<file path="config.mk">
export PLATFORM = sky130hd
export DESIGN_NAME = scaled_reading_seven_segment_scan
export DESIGN_NICKNAME = d
export VERILOG_FILES = /design/src/rtl/srsss_pkg.sv /design/src/rtl/srsss_digit_split.sv /design/src/rtl/scaled_reading_seven_segment_scan.sv
export SDC_FILE = /design/constraint.sdc
export NUM_CORES = 1
export LEC_CHECK = 0
export BUFFER_PORTS_ARGS = -buffer_cell sky130_fd_sc_hd__buf_2
export CAP_MARGIN = 20
export CORE_MARGIN = 5
export CORE_UTILIZATION = 30
export CTS_CLUSTER_SIZE = 14
export DETAILED_ROUTE_END_ITERATION = 8
export GPL_ROUTABILITY_DRIVEN = 0
export MAX_ROUTING_LAYER = met4
export PLACE_DENSITY = 0.52
export SLEW_MARGIN = 20
export SYNTH_ARGS = -nofsm -noshare
export SYNTH_HDL_FRONTEND = slang
export SYNTH_SLANG_ARGS = --single-unit
</file>
<file path="constraint.sdc">
create_clock -name clock -period 11.4 [get_ports clock]
set_input_delay 1.71 -clock clock [delete_from_list [all_inputs] [get_ports clock]]
set_output_delay 1.71 -clock clock [all_outputs]
set_load 0.005 [all_outputs]
</file>
<file path="src/rtl/srsss_pkg.sv">
// Shared types, codes and constants for the scaled reading seven-segment scan block.
package srsss_pkg;

   localparam int SAMPLE_W = 8;
   localparam int VALUE_W  = 9;
   localparam int PROD_W   = 31;

   // Reading = floor(sample * 1.9607), done as (sample * SCALE_MULT) >> SCALE_SHIFT.
   localparam int SCALE_SHIFT = 22;
   localparam logic [22:0] SCALE_MULT = 23'd8223772;

   localparam logic OP_CONVERT = 1'b0;
   localparam logic OP_TICK    = 1'b1;

   localparam logic CH_BAR     = 1'b0;
   localparam logic CH_READING = 1'b1;

   localparam logic [2:0] ENABLE_NONE     = 3'b000;
   localparam logic [2:0] ENABLE_UNITS    = 3'b100;
   localparam logic [2:0] ENABLE_TENS     = 3'b010;
   localparam logic [2:0] ENABLE_HUNDREDS = 3'b001;

   localparam logic [7:0] SEG_DP = 8'h01;

   typedef enum logic [2:0] {
      PH_BLANK_LOW  = 3'd0,
      PH_UNITS      = 3'd1,
      PH_TENS       = 3'd2,
      PH_HUNDREDS   = 3'd3,
      PH_BLANK_HIGH = 3'd4
   } phase_type;

   typedef struct packed {
      logic [2:0] hundreds;
      logic [3:0] tens;
      logic [3:0] units;
   } digits_type;

   function automatic logic [7:0] seg_pattern(input logic [3:0] digit);
      logic [7:0] pattern;
      case (digit)
         4'd0:    pattern = 8'hFC;
         4'd1:    pattern = 8'h60;
         4'd2:    pattern = 8'hDA;
         4'd3:    pattern = 8'hF2;
         4'd4:    pattern = 8'h66;
         4'd5:    pattern = 8'hB6;
         4'd6:    pattern = 8'hBE;
         4'd7:    pattern = 8'hE0;
         4'd8:    pattern = 8'hFE;
         4'd9:    pattern = 8'hF6;
         default: pattern = 8'h00;
      endcase
      return pattern;
   endfunction

endpackage

</file>
<file path="src/rtl/srsss_digit_split.sv">
// Splits a reading of 0..499 into hundreds, tens and units digits.
module srsss_digit_split
   import srsss_pkg::*;
(
   input  logic [VALUE_W-1:0] value,
   output digits_type         digits
);

   logic [2:0]         hundreds;
   logic [VALUE_W-1:0] rest;
   logic [6:0]         rest_low;
   logic [3:0]         tens;
   logic [6:0]         tens_weight;

   always_comb begin
      if (value >= 9'd400) begin
         hundreds = 3'd4;
         rest     = value - 9'd400;
      end else if (value >= 9'd300) begin
         hundreds = 3'd3;
         rest     = value - 9'd300;
      end else if (value >= 9'd200) begin
         hundreds = 3'd2;
         rest     = value - 9'd200;
      end else if (value >= 9'd100) begin
         hundreds = 3'd1;
         rest     = value - 9'd100;
      end else begin
         hundreds = 3'd0;
         rest     = value;
      end
   end

   assign rest_low = rest[6:0];

   always_comb begin
      tens = 4'd0;
      for (int k = 1; k < 10; k++) begin
         if (rest_low >= 7'(10 * k)) begin
            tens = 4'(k);
         end
      end
   end

   assign tens_weight = 7'({tens, 3'b000}) + 7'({tens, 1'b0});

   assign digits.hundreds = hundreds;
   assign digits.tens     = tens;
   assign digits.units    = 4'(rest_low - tens_weight);

endmodule

</file>
<file path="src/rtl/scaled_reading_seven_segment_scan.sv">
// Top level of the scaled reading seven-segment scan block.
//
//   Channel   Direction  Payload
//   req_      in         tuser[0] opcode, tuser[1] channel, tdata[7:0] sample
//   rsp_      out        tdata[7:0] bar_level, [15:8] segments, [18:16] digit_enable
//
// Each transfer passes an input register, where the reading is scaled, and then the
// state registers, which also form the result register.
// One transfer is taken every cycle while the result is not stalled; there are two register stages.
// Synchronous reset clears the valid flags and the state registers; the first result then builds on zeros.
// A stalled result holds the state, and the input register still takes one transfer.
module scaled_reading_seven_segment_scan
   import srsss_pkg::*;
(
   input  logic        clock,
   input  logic        reset,
   input  logic        req_tvalid,
   output logic        req_tready,
   input  logic [7:0]  req_tdata,   // [7:0] sample
   input  logic [1:0]  req_tuser,   // [0] opcode, [1] channel
   output logic        rsp_tvalid,
   input  logic        rsp_tready,
   output logic [23:0] rsp_tdata    // [7:0] bar_level, [15:8] segments,
                                    // [18:16] digit_enable, [23:19] zero
);

   logic               s1_valid_ff, s1_valid_in;
   logic               s1_opcode_ff;
   logic               s1_channel_ff;
   logic [7:0]         s1_sample_ff;
   logic [VALUE_W-1:0] s1_value_ff;
   logic               rsp_valid_ff, rsp_valid_in;

   logic [7:0]         bar_ff, bar_in;
   digits_type         digits_ff, digits_in;
   phase_type          phase_ff, phase_in;
   logic [7:0]         segment_ff, segment_in;
   logic [2:0]         enable_ff, enable_in;

   logic [PROD_W-1:0]  product;
   logic [VALUE_W-1:0] value;
   digits_type         split_digits;
   logic               req_take;
   logic               s1_advance;
   logic               is_tick;
   logic [7:0]         tick_segment;
   logic [2:0]         tick_enable;

   assign s1_advance = s1_valid_ff && (!rsp_valid_ff || rsp_tready);
   assign req_tready = !s1_valid_ff || s1_advance;
   assign req_take   = req_tvalid && req_tready;

   assign product = PROD_W'(req_tdata) * PROD_W'(SCALE_MULT);
   assign value   = product[SCALE_SHIFT +: VALUE_W];

   always_comb begin
      if (req_take) begin
         s1_valid_in = 1'b1;
      end else if (s1_advance) begin
         s1_valid_in = 1'b0;
      end else begin
         s1_valid_in = s1_valid_ff;
      end
   end

   always_ff @(posedge clock) begin
      if (reset) begin
         s1_valid_ff <= 1'b0;
      end else begin
         s1_valid_ff <= s1_valid_in;
      end
   end

   always_ff @(posedge clock) begin
      if (req_take) begin
         s1_opcode_ff  <= req_tuser[0];
         s1_channel_ff <= req_tuser[1];
         s1_sample_ff  <= req_tdata;
         s1_value_ff   <= value;
      end
   end

   srsss_digit_split u_digit_split (
      .value  (s1_value_ff),
      .digits (split_digits)
   );

   assign is_tick = s1_opcode_ff == OP_TICK;

   always_comb begin
      case (phase_ff)
         PH_UNITS:    phase_in = PH_TENS;
         PH_TENS:     phase_in = PH_HUNDREDS;
         PH_HUNDREDS: phase_in = PH_BLANK_HIGH;
         default:     phase_in = PH_UNITS;
      endcase
      if (!(s1_advance && is_tick)) begin
         phase_in = phase_ff;
      end
   end

   always_comb begin
      case (phase_ff)
         PH_UNITS: begin
            tick_enable  = ENABLE_UNITS;
            tick_segment = seg_pattern(digits_ff.units);
         end
         PH_TENS: begin
            tick_enable  = ENABLE_TENS;
            tick_segment = seg_pattern(digits_ff.tens);
         end
         PH_HUNDREDS: begin
            tick_enable  = ENABLE_HUNDREDS;
            tick_segment = seg_pattern({1'b0, digits_ff.hundreds}) | SEG_DP;
         end
         default: begin
            tick_enable  = ENABLE_NONE;
            tick_segment = segment_ff;
         end
      endcase
   end

   always_comb begin
      bar_in       = bar_ff;
      digits_in    = digits_ff;
      segment_in   = segment_ff;
      enable_in    = enable_ff;
      rsp_valid_in = rsp_valid_ff && !rsp_tready;
      if (s1_advance) begin
         rsp_valid_in = 1'b1;
         if (is_tick) begin
            segment_in = tick_segment;
            enable_in  = tick_enable;
         end else if (s1_channel_ff == CH_BAR) begin
            bar_in = s1_sample_ff;
         end else begin
            digits_in = split_digits;
         end
      end
   end

   always_ff @(posedge clock) begin
      if (reset) begin
         rsp_valid_ff <= 1'b0;
         bar_ff       <= '0;
         digits_ff    <= '0;
         phase_ff     <= PH_BLANK_LOW;
         segment_ff   <= '0;
         enable_ff    <= ENABLE_NONE;
      end else begin
         rsp_valid_ff <= rsp_valid_in;
         bar_ff       <= bar_in;
         digits_ff    <= digits_in;
         phase_ff     <= phase_in;
         segment_ff   <= segment_in;
         enable_ff    <= enable_in;
      end
   end

   assign rsp_tvalid = rsp_valid_ff;
   assign rsp_tdata  = {5'b00000, enable_ff, segment_ff, bar_ff};

`ifndef SYNTHESIS
   a_one_digit_lit: assert property (@(posedge clock) disable iff (reset)
      $onehot0(enable_ff))
      else $error("More than one digit enabled.");

   a_hundreds_has_point: assert property (@(posedge clock) disable iff (reset)
      (enable_ff == ENABLE_HUNDREDS) |-> segment_ff[0])
      else $error("Hundreds digit lit without decimal point.");

   a_units_then_tens: assert property (@(posedge clock) disable iff (reset)
      (enable_ff == ENABLE_UNITS) |-> (phase_ff == PH_TENS))
      else $error("Scan phase out of step with the units digit.");

   a_tens_then_hundreds: assert property (@(posedge clock) disable iff (reset)
      (enable_ff == ENABLE_TENS) |-> (phase_ff == PH_HUNDREDS))
      else $error("Scan phase out of step with the tens digit.");

   a_no_overwrite: assert property (@(posedge clock) disable iff (reset)
      (req_tvalid && req_tready && s1_valid_ff) |-> s1_advance)
      else $error("Input register overwritten before it moved on.");

   a_result_follows: assert property (@(posedge clock) disable iff (reset)
      s1_advance |=> rsp_tvalid)
      else $error("Processed transfer produced no result.");
`endif

endmodule
</file>
Word-level counts from Yosys, hierarchy flattened
Memory sizes are Yosys's and may differ from the RTL's. A register that Yosys moved wholly into a read port is not among the register bits.
Cells that the tools add are included.
{ "totals": {"out_inout_bits": 26, "register_bits": 54, "mem_bits_ro": 280, "input_bits": 14, "n_memories": 3, "elab_cells": 85} }
{ "classes": {"bitwise_logic": 2, "eq_ne": 3, "reduce_logical": 15, "n_lt_le_gt_ge": 13, "n_addsub": 6, "n_mux": 29, "n_mul": 1} }
{ "memory_table": {"columns": ["name", "depth", "width", "rd", "rd_clocked_by_memory_dff", "write_ports", "line_no", "text"], "rows": [
  ["(name not given)", 16, 7, 1, 1, 0, "srsss_pkg.sv:41", "case (digit)"],
  ["(name not given)", 16, 7, 1, 1, 0, "srsss_pkg.sv:41", null],
  ["(name not given)", 8, 7, 1, 1, 0, "srsss_pkg.sv:41", null]
]} }
{ "ops": {"columns": ["cell", "n"], "rows": [
  ["multiplier 8 x 21 -> 29 bit, second input constant", 1],
  ["two-way mux 7 bit", 4],
  ["two-way mux 3 bit", 9],
  ["two-way mux 4 bit", 6],
  ["one-hot mux 8 bit (3 select lines)", 1],
  ["greater-or-equal comparator 7 x 6 -> 1 bit, second input constant", 3],
  ["greater-or-equal comparator 7 bit, second input constant", 3],
  ["greater-or-equal comparator 9 bit, second input constant", 2],
  ["one-hot mux 3 bit (3 select lines)", 2],
  ["greater-or-equal comparator 7 x 5 -> 1 bit, second input constant", 2],
  ["subtractor 7 bit, second input constant", 2],
  ["greater-or-equal comparator 9 x 7 -> 1 bit, second input constant", 1],
  ["greater-or-equal comparator 9 x 8 -> 1 bit, second input constant", 1],
  ["AND reduction 3 bit", 3],
  ["greater-or-equal comparator 7 x 4 -> 1 bit, second input constant", 1],
  ["subtractor 7 x 5 -> 7 bit, second input constant", 1],
  ["subtractor 7 x 6 -> 7 bit, second input constant", 1],
  ["equality test 3 x 2 -> 1 bit, second input constant", 2],
  ["two-way mux 1 bit", 5],
  ["adder 4 bit", 1],
  ["logical AND 1 bit", 4],
  ["two-way mux 2 bit", 2],
  ["subtractor 4 bit", 1],
  ["equality test 3 x 1 -> 1 bit, second input constant", 1],
  ["6 further kinds", 10]
]} }

Logic depth before layout (Yosys ltp)
Gate-level depths: netlist of run 1.
{ "depth": {"word_depth": 19, "depth_mapped": 21, "ltp_nobuf": 20} }

Hierarchy
Synthesis of run 1 repeated with hierarchy kept, for this count alone.
{ "unflattened": {"hier_cells": 734, "hier_area_um2": 6927.9} }
{ "by_module_without_submodules": {"columns": ["mod", "area_per_inst_um2", "n_inst", "seq_area_each_um2", "cells_per_inst"], "rows": [
  ["scaled_reading_seven_segment_scan", 5839.4, 1, 1671.6, 593],
  ["srsss_digit_split", 1088.5, 1, 0.0, 141]
]} }

Worst setup path before layout of run 1
No wires, ideal clock.
{ "synth_timing": {"path_kind": "input to register", "from": "input port req_tdata[5]", "to": "register s1_value_ff[8] (data pin)", "slack_ns": 4.856, "arrival_ns": 6.408, "cell_stages": 17, "required_time_ns": 11.264, "path_buffers": 0, "setup_time_ns": 0.136, "cell_sequence": "fa_1 -> inv_1 -> fa_1 -> fa_1 -> inv_1 -> fa_1 -> ha_1 -> nor4_1 -> a22oi_1 -> and4_1 -> o21ai_0 -> a21oi_1 -> a211oi_1 -> nor2_1 -> o41a_1 -> or4_1 -> nand3_1"} }
{ "synth_via": {"elab_chain_cells": 1} }
{ "synth_rtl": {"columns": ["item", "line_no", "text"], "rows": [
  ["from (decl)", "scaled_reading_seven_segment_scan.sv:19", "input logic [7:0] req_tdata,"],
  ["multiplier 8 x 21 -> 29 bit", "scaled_reading_seven_segment_scan.sv:53", "assign product = PROD_W'(req_tdata) * PROD_W'(SCALE_MULT);"],
  ["via product[30]", "scaled_reading_seven_segment_scan.sv:40", "logic [PROD_W-1:0] product;"],
  ["to (signal assigned)", "scaled_reading_seven_segment_scan.sv:79", "s1_value_ff <= value;"],
  ["to (decl)", "scaled_reading_seven_segment_scan.sv:31", "logic [VALUE_W-1:0] s1_value_ff;"]
]} }
The timed path passes the listed nets, and every way through them passes these cells.
A chain may end at the register's enable or synchronous reset.

Worst setup path in the final report of run 1
Ends and elaborated chain as after synthesis.

==> results.ini, run 1 <==
[synth]
yosysWarnings=0
synthFlopType=dfxtp_1
yosys-top-cells-count=ha_1 (98), inv_1 (84), nor2_1 (65)
synth_edf_count=19
ys_top_cells_by_area=ha_1 (19%), dfxtp_1 (17%), fa_1 (13%)
async_reset_ff_share_pct=0
synth_cell_types=75
yosysMostFrequentCell=ha_1
synth_area_per_cell_um2=9.61
synth.cell_area_um2=6400
syn_inst=666
synth_top_cell_area_share_pct=19.2
ys_ff_latch=74
netlist.top_cell.by_area=ha_1
ys_seq_area_share_pct=26.1

[pwr]
p_leak_nw=3.21
powerDensity_nw_per_um2=253
max-vdd-ir-drop_mv=0.0977

[placed_design]
dp_slack_ns=4.25
dp_cells=955
io_buffers=34
hpwl_um=10700

[drt]
wl_met3_um=372
vias=4585
wl_met1_um=6360
antenna_left=0
met2_wirelength_um=6310
topRoutingLayerUsed=met4
routed_wl_um=13200
drtPass1Iterations=4
drt-initial-drc-count=180
viasPerCell=4.72
wire_per_inst_um=13.6
drc_errors=0

[layout]
n_antenna_cell=0
post-route-util_pct=33.8
finalNonFillerCells=971
nets=846
area_growth_pct=11.0
fillers=2146
drive_gt1_share_pct=10.2

[critical_path]
cp_num_buf_inv=3
path_cells=buf_2, fa_1, inv_1, fa_1, fa_1, inv_1, fa_1, ha_1, nor4_1, a22oi_1, and4_1, o21ai_0, a21oi_1, a211oi_1, nor2_1, o41a_1, or4_1, nand3_1
timing.rr.start=s1_value_ff[4]
cp_top_family=adder cells
setup.worst_path.class=primary input to flop
slowest_stage=fa_1
rrSetupSlack_ns=5.93
rr_worst_depth=16
worst_path_largest_cell_delay_ns=0.74
critPathCaptureType=flop
crit_top_cell=fa_1
crit_path_max_fanout=8
cp.required_ns=11.59
cp.arrival_ns=7.05
start_kind=primary input

[cts]
clockBufferDepth=2
post_cts_buffers=0
htree_levels=3
ctsRootBufferMaster=clkbuf_16
cts_hold_buf=0
cts_resized=0
clkTransAtPathRegs_ns=0.06
clk_latency_ns=0.33
clock-sinks=74
cts_inserted_buffers=9
cts_tree=yes

[global_routing]
grt_first_pass_wirelength_um=22700
grt_antenna_before_repair=0
grt_usage_pct=11.7
overflow=0
grt_max_degree=41
grt_pass1_vias=4625

[run_status]
status=finished, final reports clean

[min_path]
whs_path_depth=2
min_to=segment_ff[0]
hp-start=segment_ff[0]
hp-class=flop to flop

[timing]
holdWs_ns=0.449
slew_violations=0
rsz0062_at_grt=false
hold_violations=0
max-slew-margin-rel_pct=33.7
worst_slew_pin_slew_ns=0.988
skew_ns=0.00815
fmax_mhz=146
finalSetupViolCount=0
setup_slack_ns=4.54
fin_crit_ns=6.86
fin_crit_sh_pct=60.2
setup_tns_ns=0

[floorplanning]
initial_core_util_pct=30.4
core-area_um2=21000
io_pins=40
rows=53
die_w_um=156
die_y_um=156
die-area_um2=24300

[run]
maxCapViolations=0

[routing by layer]
metal	track usage (%)	vias to the layer above
li1	-	2370
met1	15.4	2147
met2	19.2	58
met3	1.89	10
met4	2.58	0
met5	-	-
[cells by family after synthesis]
| logic type | count (synthesis) | share of synthesized area (%) |
|---|---|---|
| muxes | 20 | 3.13 |
| buffers and inverters | 109 | 6.88 |
| xor gates and xnor gates | 16 | 2.19 |
| DFF | 74 | 26.1 |
| adders and majority gates | 142 | 32.8 |
| other | 1 | 0.0586 |
| and+or+nand+nor | 161 | 12.2 |
| AOI/OAI and AO/OA | 143 | 16.7 |
[how the worst max path moves through the flow]
stage | startpoint | endpoint | slack (ns) | depth (start not counted)
2_1_floorplan | req_tdata[5] | s1_value_ff[8] | 4.86 | 17
3_3_place_gp | req_tdata[5] | s1_value_ff[8] | 4.36 | 18
3_5_place_dp | req_tdata[5] | s1_value_ff[8] | 4.25 | 18
4_1_cts | req_tdata[5] | s1_value_ff[8] | 4.55 | 18
5_1_grt | req_tdata[5] | s1_value_ff[8] | 4.25 | 18
6_report | req_tdata[5] | s1_value_ff[8] | 4.54 | 18
[metrics by stage]
| step | instance area, um^2 | power, mW |
|---|---|---|
| after floorplan | 6410 | 1.30 |
| after global placement | 6810 | 1.54 |
| after detailed placement | 6810 | 1.54 |
| after CTS | 7100 | 1.82 |
| after global routing | 7100 | 1.99 |
| final | 7100 | 1.80 |
[cell usage in the layout (no fill, tap or decap), types with 4 or more instances in the layout]
cell,synthesis,routed
nor2_1,65,65
ha_1,98,98
buf_2,4,34
nand3_1,12,12
nor2b_1,5,5
nand2b_1,7,7
a211oi_1,17,17
nand2_1,27,27
a211o_1,4,4
a21oi_1,37,37
nand4_1,7,7
mux2i_1,20,20
o21ai_0,16,16
o211ai_1,8,8
inv_1,84,84
a21o_1,7,7
clkbuf_16,0,10
dfxtp_1,55,55
fa_1,43,43
and2_1,6,6
edfxtp_1,19,19
o21a_1,6,6
conb_1,1,5
xnor2_1,13,13
a31oi_1,5,5
nor3_1,9,9
[worst reg2reg max path: stages (launching register included)]
cell	delay [ns]
edfxtp_1	0.53
inv_1	0.27
ha_1	0.28
nor4bb_2	0.47
a221oi_1	0.21
o31a_1	0.34
o211ai_2	0.18
and2_1	0.35
a2111oi_2	0.13
o31ai_2	0.40
nor2b_1	0.19
ha_1	0.26
a211oi_1	0.80
inv_1	0.20
ha_1	0.25
or3_1	0.39
o211ai_1	0.13
[cell type report]
cell class	instances	area [um^2]	share of cell area, %
multi-input cells	487	4300	60.6
flip-flops and latches	74	1670	23.5
well taps	275	344	4.85
inverters	84	315	4.44
clock buffers	12	268	3.77
repair buffers	35	178	2.50
clock inverters	4	23.8	0.335
[power breakdown]
group          switching [mW]  leakage [nW]  internal, mW
combinational           0.667          2.44         0.477
sequential             0.0531         0.633         0.332
clock                   0.103         0.144         0.166
total                   0.823          3.21         0.975
Note: power is estimated with default switching activity, not from simulation.
==> run 2: changes to the inputs <==
- clock period: 11.4 -> 7 ns (I/O delays scaled with it)
==> run 2 against run 1 <==
  * Sequential share of layout area shrank 0.11 points
  * Via count hardly changed
  * Cell count unchanged
  * Clock power up 82%
  * Non-clock buffer count unchanged
  * Setup slack got worse by 3.8 ns
  * Combinational power grew 64%
  * Clock-buffer cell count up 1
  * Clock skew increased by 0.0044 ns
  * Worst hold slack improved by 0.011 ns
  * Die area did not move
  * Utilization up 0.16 points
==> results.ini, run 2 (synthesis results as in run 1) <==
[cts]
ctsRootBufferMaster=clkbuf_16  ; unchanged
cts_inserted_buffers=9  ; unchanged
post_cts_buffers=0  ; unchanged
cts_resized=0  ; unchanged
clk_latency_ns=0.33  ; about the same
clkTransAtPathRegs_ns=0.06  ; about the same
htree_levels=3  ; unchanged
clock-sinks=74  ; unchanged
cts_tree=yes  ; unchanged
clockBufferDepth=2  ; unchanged
cts_hold_buf=0  ; unchanged

[timing]
hold_violations=0  ; unchanged
fin_crit_sh_pct=88.8
fin_crit_ns=6.21
finalSetupViolCount=0  ; unchanged
skew_ns=0.0125  ; was 0.00815 ns
rsz0062_at_grt=false  ; unchanged
max-slew-margin-rel_pct=33.5  ; was 33.7%
setup_tns_ns=0  ; unchanged
fmax_mhz=161
worst_slew_pin_slew_ns=0.991  ; was 0.988 ns
slew_violations=0  ; unchanged

[layout]
fillers=2114  ; was 2,146
post-route-util_pct=33.9  ; was 33.8%
area_growth_pct=11.5  ; was 11.0%
final_common_cell=ha_1  ; unchanged
nets=846  ; unchanged
final_cell_mix=ha_1 (98), inv_1 (84), nor2_1 (65), dfxtp_1 (55), fa_1 (43)  ; unchanged
drive_gt1_share_pct=10.2  ; unchanged
finalNonFillerCells=971  ; unchanged
n_antenna_cell=0  ; unchanged

[critical_path]
critPathCaptureType=flop  ; unchanged
cp.required_ns=7.19  ; was 11.59 ns
rr_worst_depth=16  ; unchanged
setup.worst_path.class=primary input to flop  ; unchanged
rrSetupSlack_ns=1.58  ; was 5.93 ns
cp.arrival_ns=6.41  ; was 7.05 ns
crit_path_max_fanout=8  ; unchanged
start_kind=primary input  ; unchanged
timing.rr.start=s1_value_ff[4]  ; unchanged

[drt]
antenna_left=0  ; unchanged
met2_wirelength_um=6310  ; unchanged
drc_errors=0  ; unchanged
topRoutingLayerUsed=met4  ; unchanged
wl_met1_um=6320  ; was 6360 um
viasPerCell=4.73  ; was 4.72
drt-initial-drc-count=148  ; was 180
vias=4588  ; was 4,585
wl_met3_um=418  ; was 372 um
wire_per_inst_um=13.5  ; was 13.6 um
drtPass1Iterations=4  ; unchanged
routed_wl_um=13100  ; was 13,200 um

[pwr]
max-vdd-ir-drop_mv=0.184  ; was 0.0977 mV
powerDensity_nw_per_um2=418  ; was 253 nW/um^2
p_leak_nw=3.23  ; was 3.21 nW

[min_path]
whs_path_depth=2  ; unchanged
hp-class=flop to flop  ; unchanged
hp-start=segment_ff[0]  ; unchanged
min_to=segment_ff[0]  ; unchanged

[global_routing]
grt_antenna_before_repair=0  ; unchanged
grt_max_degree=41  ; unchanged
grt_usage_pct=11.5  ; was 11.7%
overflow=0  ; unchanged
grt_first_pass_wirelength_um=22400  ; was 22,700 um
grt_pass1_vias=4566  ; was 4,625

[floorplanning]
initial_core_util_pct=30.4  ; unchanged
io_pins=40  ; unchanged
die_y_um=156  ; unchanged
core-area_um2=21000  ; unchanged
die-area_um2=24300  ; unchanged
rows=53  ; unchanged
die_w_um=156  ; unchanged

[run]
maxCapViolations=0  ; unchanged

[placed_design]
hpwl_um=10600  ; was 10,700 um
dp_cells=955  ; unchanged
io_buffers=34  ; unchanged

[run_status]
status=finished, final reports clean  ; unchanged

[run 2: cell types whose count changed in the layout (fill, tap and decap cells not counted)]
cell,before,now
clkbuf_8,1,2
inv_4,1,0
inv_6,0,1
bufinv_16,0,1
clkinv_2,2,1
clkinvlp_4,1,0
[run 2: metal layers]
layer  GRT usage, %  vias up
li1               -     2369
met1           15.3     2146
met2           18.6       65
met3           2.02        8
met4           1.92        0
met5              -        -
[run 2: critical path: stages]
cell,delay (ns)
buf_2,0.17
fa_1,0.73
inv_1,0.15
fa_1,0.59
fa_1,0.56
inv_1,0.05
fa_1,0.49
ha_1,0.23
nor4_1,0.39
a22oi_1,0.18
and4_1,0.23
o21ai_0,0.09
a21oi_1,0.14
a211oi_1,0.27
nor2_1,0.12
o41a_1,0.39
or4_1,0.48
nand3_1,0.09
[run 2: worst max-delay path by stage]
stage / from / endpoint / slack [ns] / cells after the start
final: req_tdata[5] / s1_value_ff[8] / 0.79 / 18
after global routing: req_tdata[5] / s1_value_ff[8] / 0.51 / 18
after CTS: req_tdata[5] / s1_value_ff[8] / 0.80 / 18
after detailed placement: req_tdata[5] / s1_value_ff[8] / 0.49 / 18
after global placement: req_tdata[5] / s1_value_ff[8] / 0.62 / 18
after floorplan: req_tdata[5] / s1_value_ff[8] / 1.12 / 17
[run 2: power breakdown]
| part | internal [mW] | switching [mW] | total [mW] | leakage [nW] |
|---|---|---|---|---|
| sequential | 0.541 | 0.0866 | 0.627 | 0.633 |
| clock | 0.318 | 0.171 | 0.489 | 0.161 |
| combinational | 0.777 | 1.09 | 1.87 | 2.44 |
| total | 1.64 | 1.35 | 2.98 | 3.23 |
[run 2: through the flow]
step	setup slack [ns]	power [mW]	area (um^2)	hold slack [ns]
global placement	0.618	2.51	6810	0.440
detailed placement	0.494	2.50	6810	0.458
CTS	0.804	3.01	7130	0.465
global route	0.507	3.28	7130	0.486
floorplan	1.12	2.12	6410	0.440
finish	0.785	2.98	7130	0.460
[run 2: area by class of cell]
class / instances / area [um^2] / area share, %
clock buffer: 13 / 282 / 3.95
clock inverter: 3 / 43.8 / 0.614
inverter: 84 / 315 / 4.42
multi-input combinational: 487 / 4300 / 60.3
sequential: 74 / 1670 / 23.4
tap: 275 / 344 / 4.82
timing repair buffer: 35 / 178 / 2.49
==> run 3: changes to the inputs <==
- GPL_TIMING_DRIVEN: default -> 0
==> run 3 against run 2 <==
  * Global-route usage up 0.50 points
  * Critical path depth unchanged
  * First-iteration DRC count up 12%
  * Flip-flop and latch count unchanged
  * Largest power group unchanged
  * Highest routed layer unchanged
==> results.ini, run 3 (synthesis results as in run 1) <==
[cts]
clock-sinks=74  ; unchanged
post_cts_buffers=0  ; unchanged
htree_levels=3  ; unchanged
cts_resized=0  ; unchanged
cts_hold_buf=0  ; unchanged
cts_tree=yes  ; unchanged
clockBufferDepth=2  ; unchanged
clkTransAtPathRegs_ns=0.06  ; about the same
cts_inserted_buffers=9  ; unchanged
ctsRootBufferMaster=clkbuf_16  ; unchanged
clk_latency_ns=0.33  ; about the same

[drt]
viasPerCell=4.68  ; was 4.73
drtPass1Iterations=4  ; unchanged
routed_wl_um=13400  ; was 13,100 um
wire_per_inst_um=13.4  ; was 13.5 um
antenna_left=0  ; unchanged
wl_met3_um=343  ; was 418 um
drt-initial-drc-count=166  ; was 148
wl_met1_um=6510  ; was 6320 um
vias=4658  ; was 4,588
met2_wirelength_um=6390  ; was 6310 um
topRoutingLayerUsed=met4  ; unchanged
drc_errors=0  ; unchanged

[layout]
n_antenna_cell=0  ; unchanged
area_growth_pct=13.2  ; was 11.5%
final_common_cell=ha_1  ; unchanged
fillers=2179  ; was 2,114
multi_input_area_um2=4310  ; was 4300 um^2
nets=870  ; was 846
final_cell_mix=ha_1 (98), inv_1 (84), nor2_1 (65), dfxtp_1 (55), fa_1 (43)  ; unchanged
final_area_um2=7240  ; was 7130 um^2
drive_gt1_share_pct=11.3  ; was 10.2%
final-seq-area_um2=1670  ; unchanged
post-route-util_pct=34.5  ; was 33.9%

[global_routing]
grt_usage_pct=12.0  ; was 11.5%
grt_pass1_vias=4621  ; was 4,566
grt_antenna_before_repair=0  ; unchanged
grt_max_degree=20  ; was 41
grt_first_pass_wirelength_um=23200  ; was 22,400 um
overflow=0  ; unchanged

[floorplanning]
die_w_um=156  ; unchanged
core-area_um2=21000  ; unchanged
initial_core_util_pct=30.4  ; unchanged
io_pins=40  ; unchanged
die-area_um2=24300  ; unchanged
rows=53  ; unchanged
die_y_um=156  ; unchanged

[pwr]
powerDensity_nw_per_um2=413  ; was 418 nW/um^2
p_leak_nw=3.29  ; was 3.23 nW
finalPower_mw=2.99  ; was 2.98 mW
max-vdd-ir-drop_mv=0.182  ; was 0.184 mV

[run]
maxCapViolations=0  ; unchanged

[min_path]
hp-class=flop to flop  ; unchanged

[critical_path]
crit_path_max_fanout=8  ; unchanged
critPathCaptureType=flop  ; unchanged
crit_top_cell=fa_1  ; unchanged
setup.worst_path.class=primary input to flop  ; unchanged
cp_top_family=adder cells  ; unchanged
cp_num_buf_inv=3  ; unchanged
start_kind=primary input  ; unchanged
path_cells=buf_2, fa_1, inv_1, fa_1, fa_1, inv_1, fa_1, ha_1, nor4_1, a22oi_1, and4_1, o21ai_0, a21oi_1, a211oi_1, nor2_1, o41a_1, or4_1, nand3_1  ; unchanged
cp.required_ns=7.20  ; was 7.19 ns
slowest_stage=fa_1  ; unchanged
cp.arrival_ns=6.57  ; was 6.41 ns
worst_path_largest_cell_delay_ns=0.74  ; was 0.73 ns

[timing]
holdWs_ns=0.462  ; was 0.460 ns
worst_slew_pin_slew_ns=0.936  ; was 0.991 ns
slew_violations=0  ; unchanged
hold_violations=0  ; unchanged
max-slew-margin-rel_pct=37.6  ; was 33.5%
skew_ns=0.00730  ; was 0.0125 ns
rsz0062_at_grt=false  ; unchanged
fin_crit_sh_pct=91.0  ; was 88.8%
finalSetupViolCount=0  ; unchanged
setup_tns_ns=0  ; unchanged
fmax_mhz=157  ; was 161 MHz
fin_crit_ns=6.37  ; was 6.21 ns

[run_status]
status=finished, final reports clean  ; unchanged

[placed_design]
hpwl_um=11000  ; was 10,600 um
post_dp_cell_area_um2=6930  ; was 6810 um^2
io_buffers=34  ; unchanged

## run 3: routing by layer
metal / vias up / track usage, %
met4: 0 / 2.58
li1: 2412 / -
met3: 11 / 2.11
met2: 55 / 19.3
met1: 2180 / 15.8
met5: - / -
## run 3: area by class of cell
cell class,count,area share [%]
clock inverters,6,1.12
clock buffers,10,3.16
well taps,275,4.75
repair buffers,34,2.35
flip-flops and latches,74,23.1
inverters,84,4.35
plain buffers,25,1.73
multi-input cells,487,59.5
## run 3: worst paths after layout
check                       from              to  slack [ns]  cells past startpoint
setup / recovery    req_tdata[5]  s1_value_ff[8]        0.63                     18
hold / removal      digits_ff[4]    digits_ff[4]        0.46                      2
setup reg to reg  s1_value_ff[4]            flop        1.64                     17
hold reg to reg     digits_ff[4]    digits_ff[4]        0.46                      2
## run 3: worst register-to-register path, delay by kind of cell, from the launching register on
kind | cells | cell delay [ns]
adder cells (fa/ha/maj) | 3 | 0.79
XOR/XNOR | 1 | 0.36
flip-flops | 1 | 0.54
AND/OR/NAND/NOR | 4 | 1.17
AO/OA/AOI/OAI | 6 | 1.72
buffers and inverters | 3 | 0.69
## run 3: where the power goes
part / internal, mW / switching (mW)
Sequential: 0.541 / 0.0664
Clock: 0.309 / 0.169
Combinational: 0.797 / 1.11
Total: 1.65 / 1.34
## run 3: stage by stage
stage / setup slack (ns) / std cells
after detailed placement: 0.254 / 979
after global routing: 0.238 / 995
final: 0.632 / 995
after CTS: 0.582 / 995
after global placement: 0.261 / 979
after floorplan: 1.12 / 670
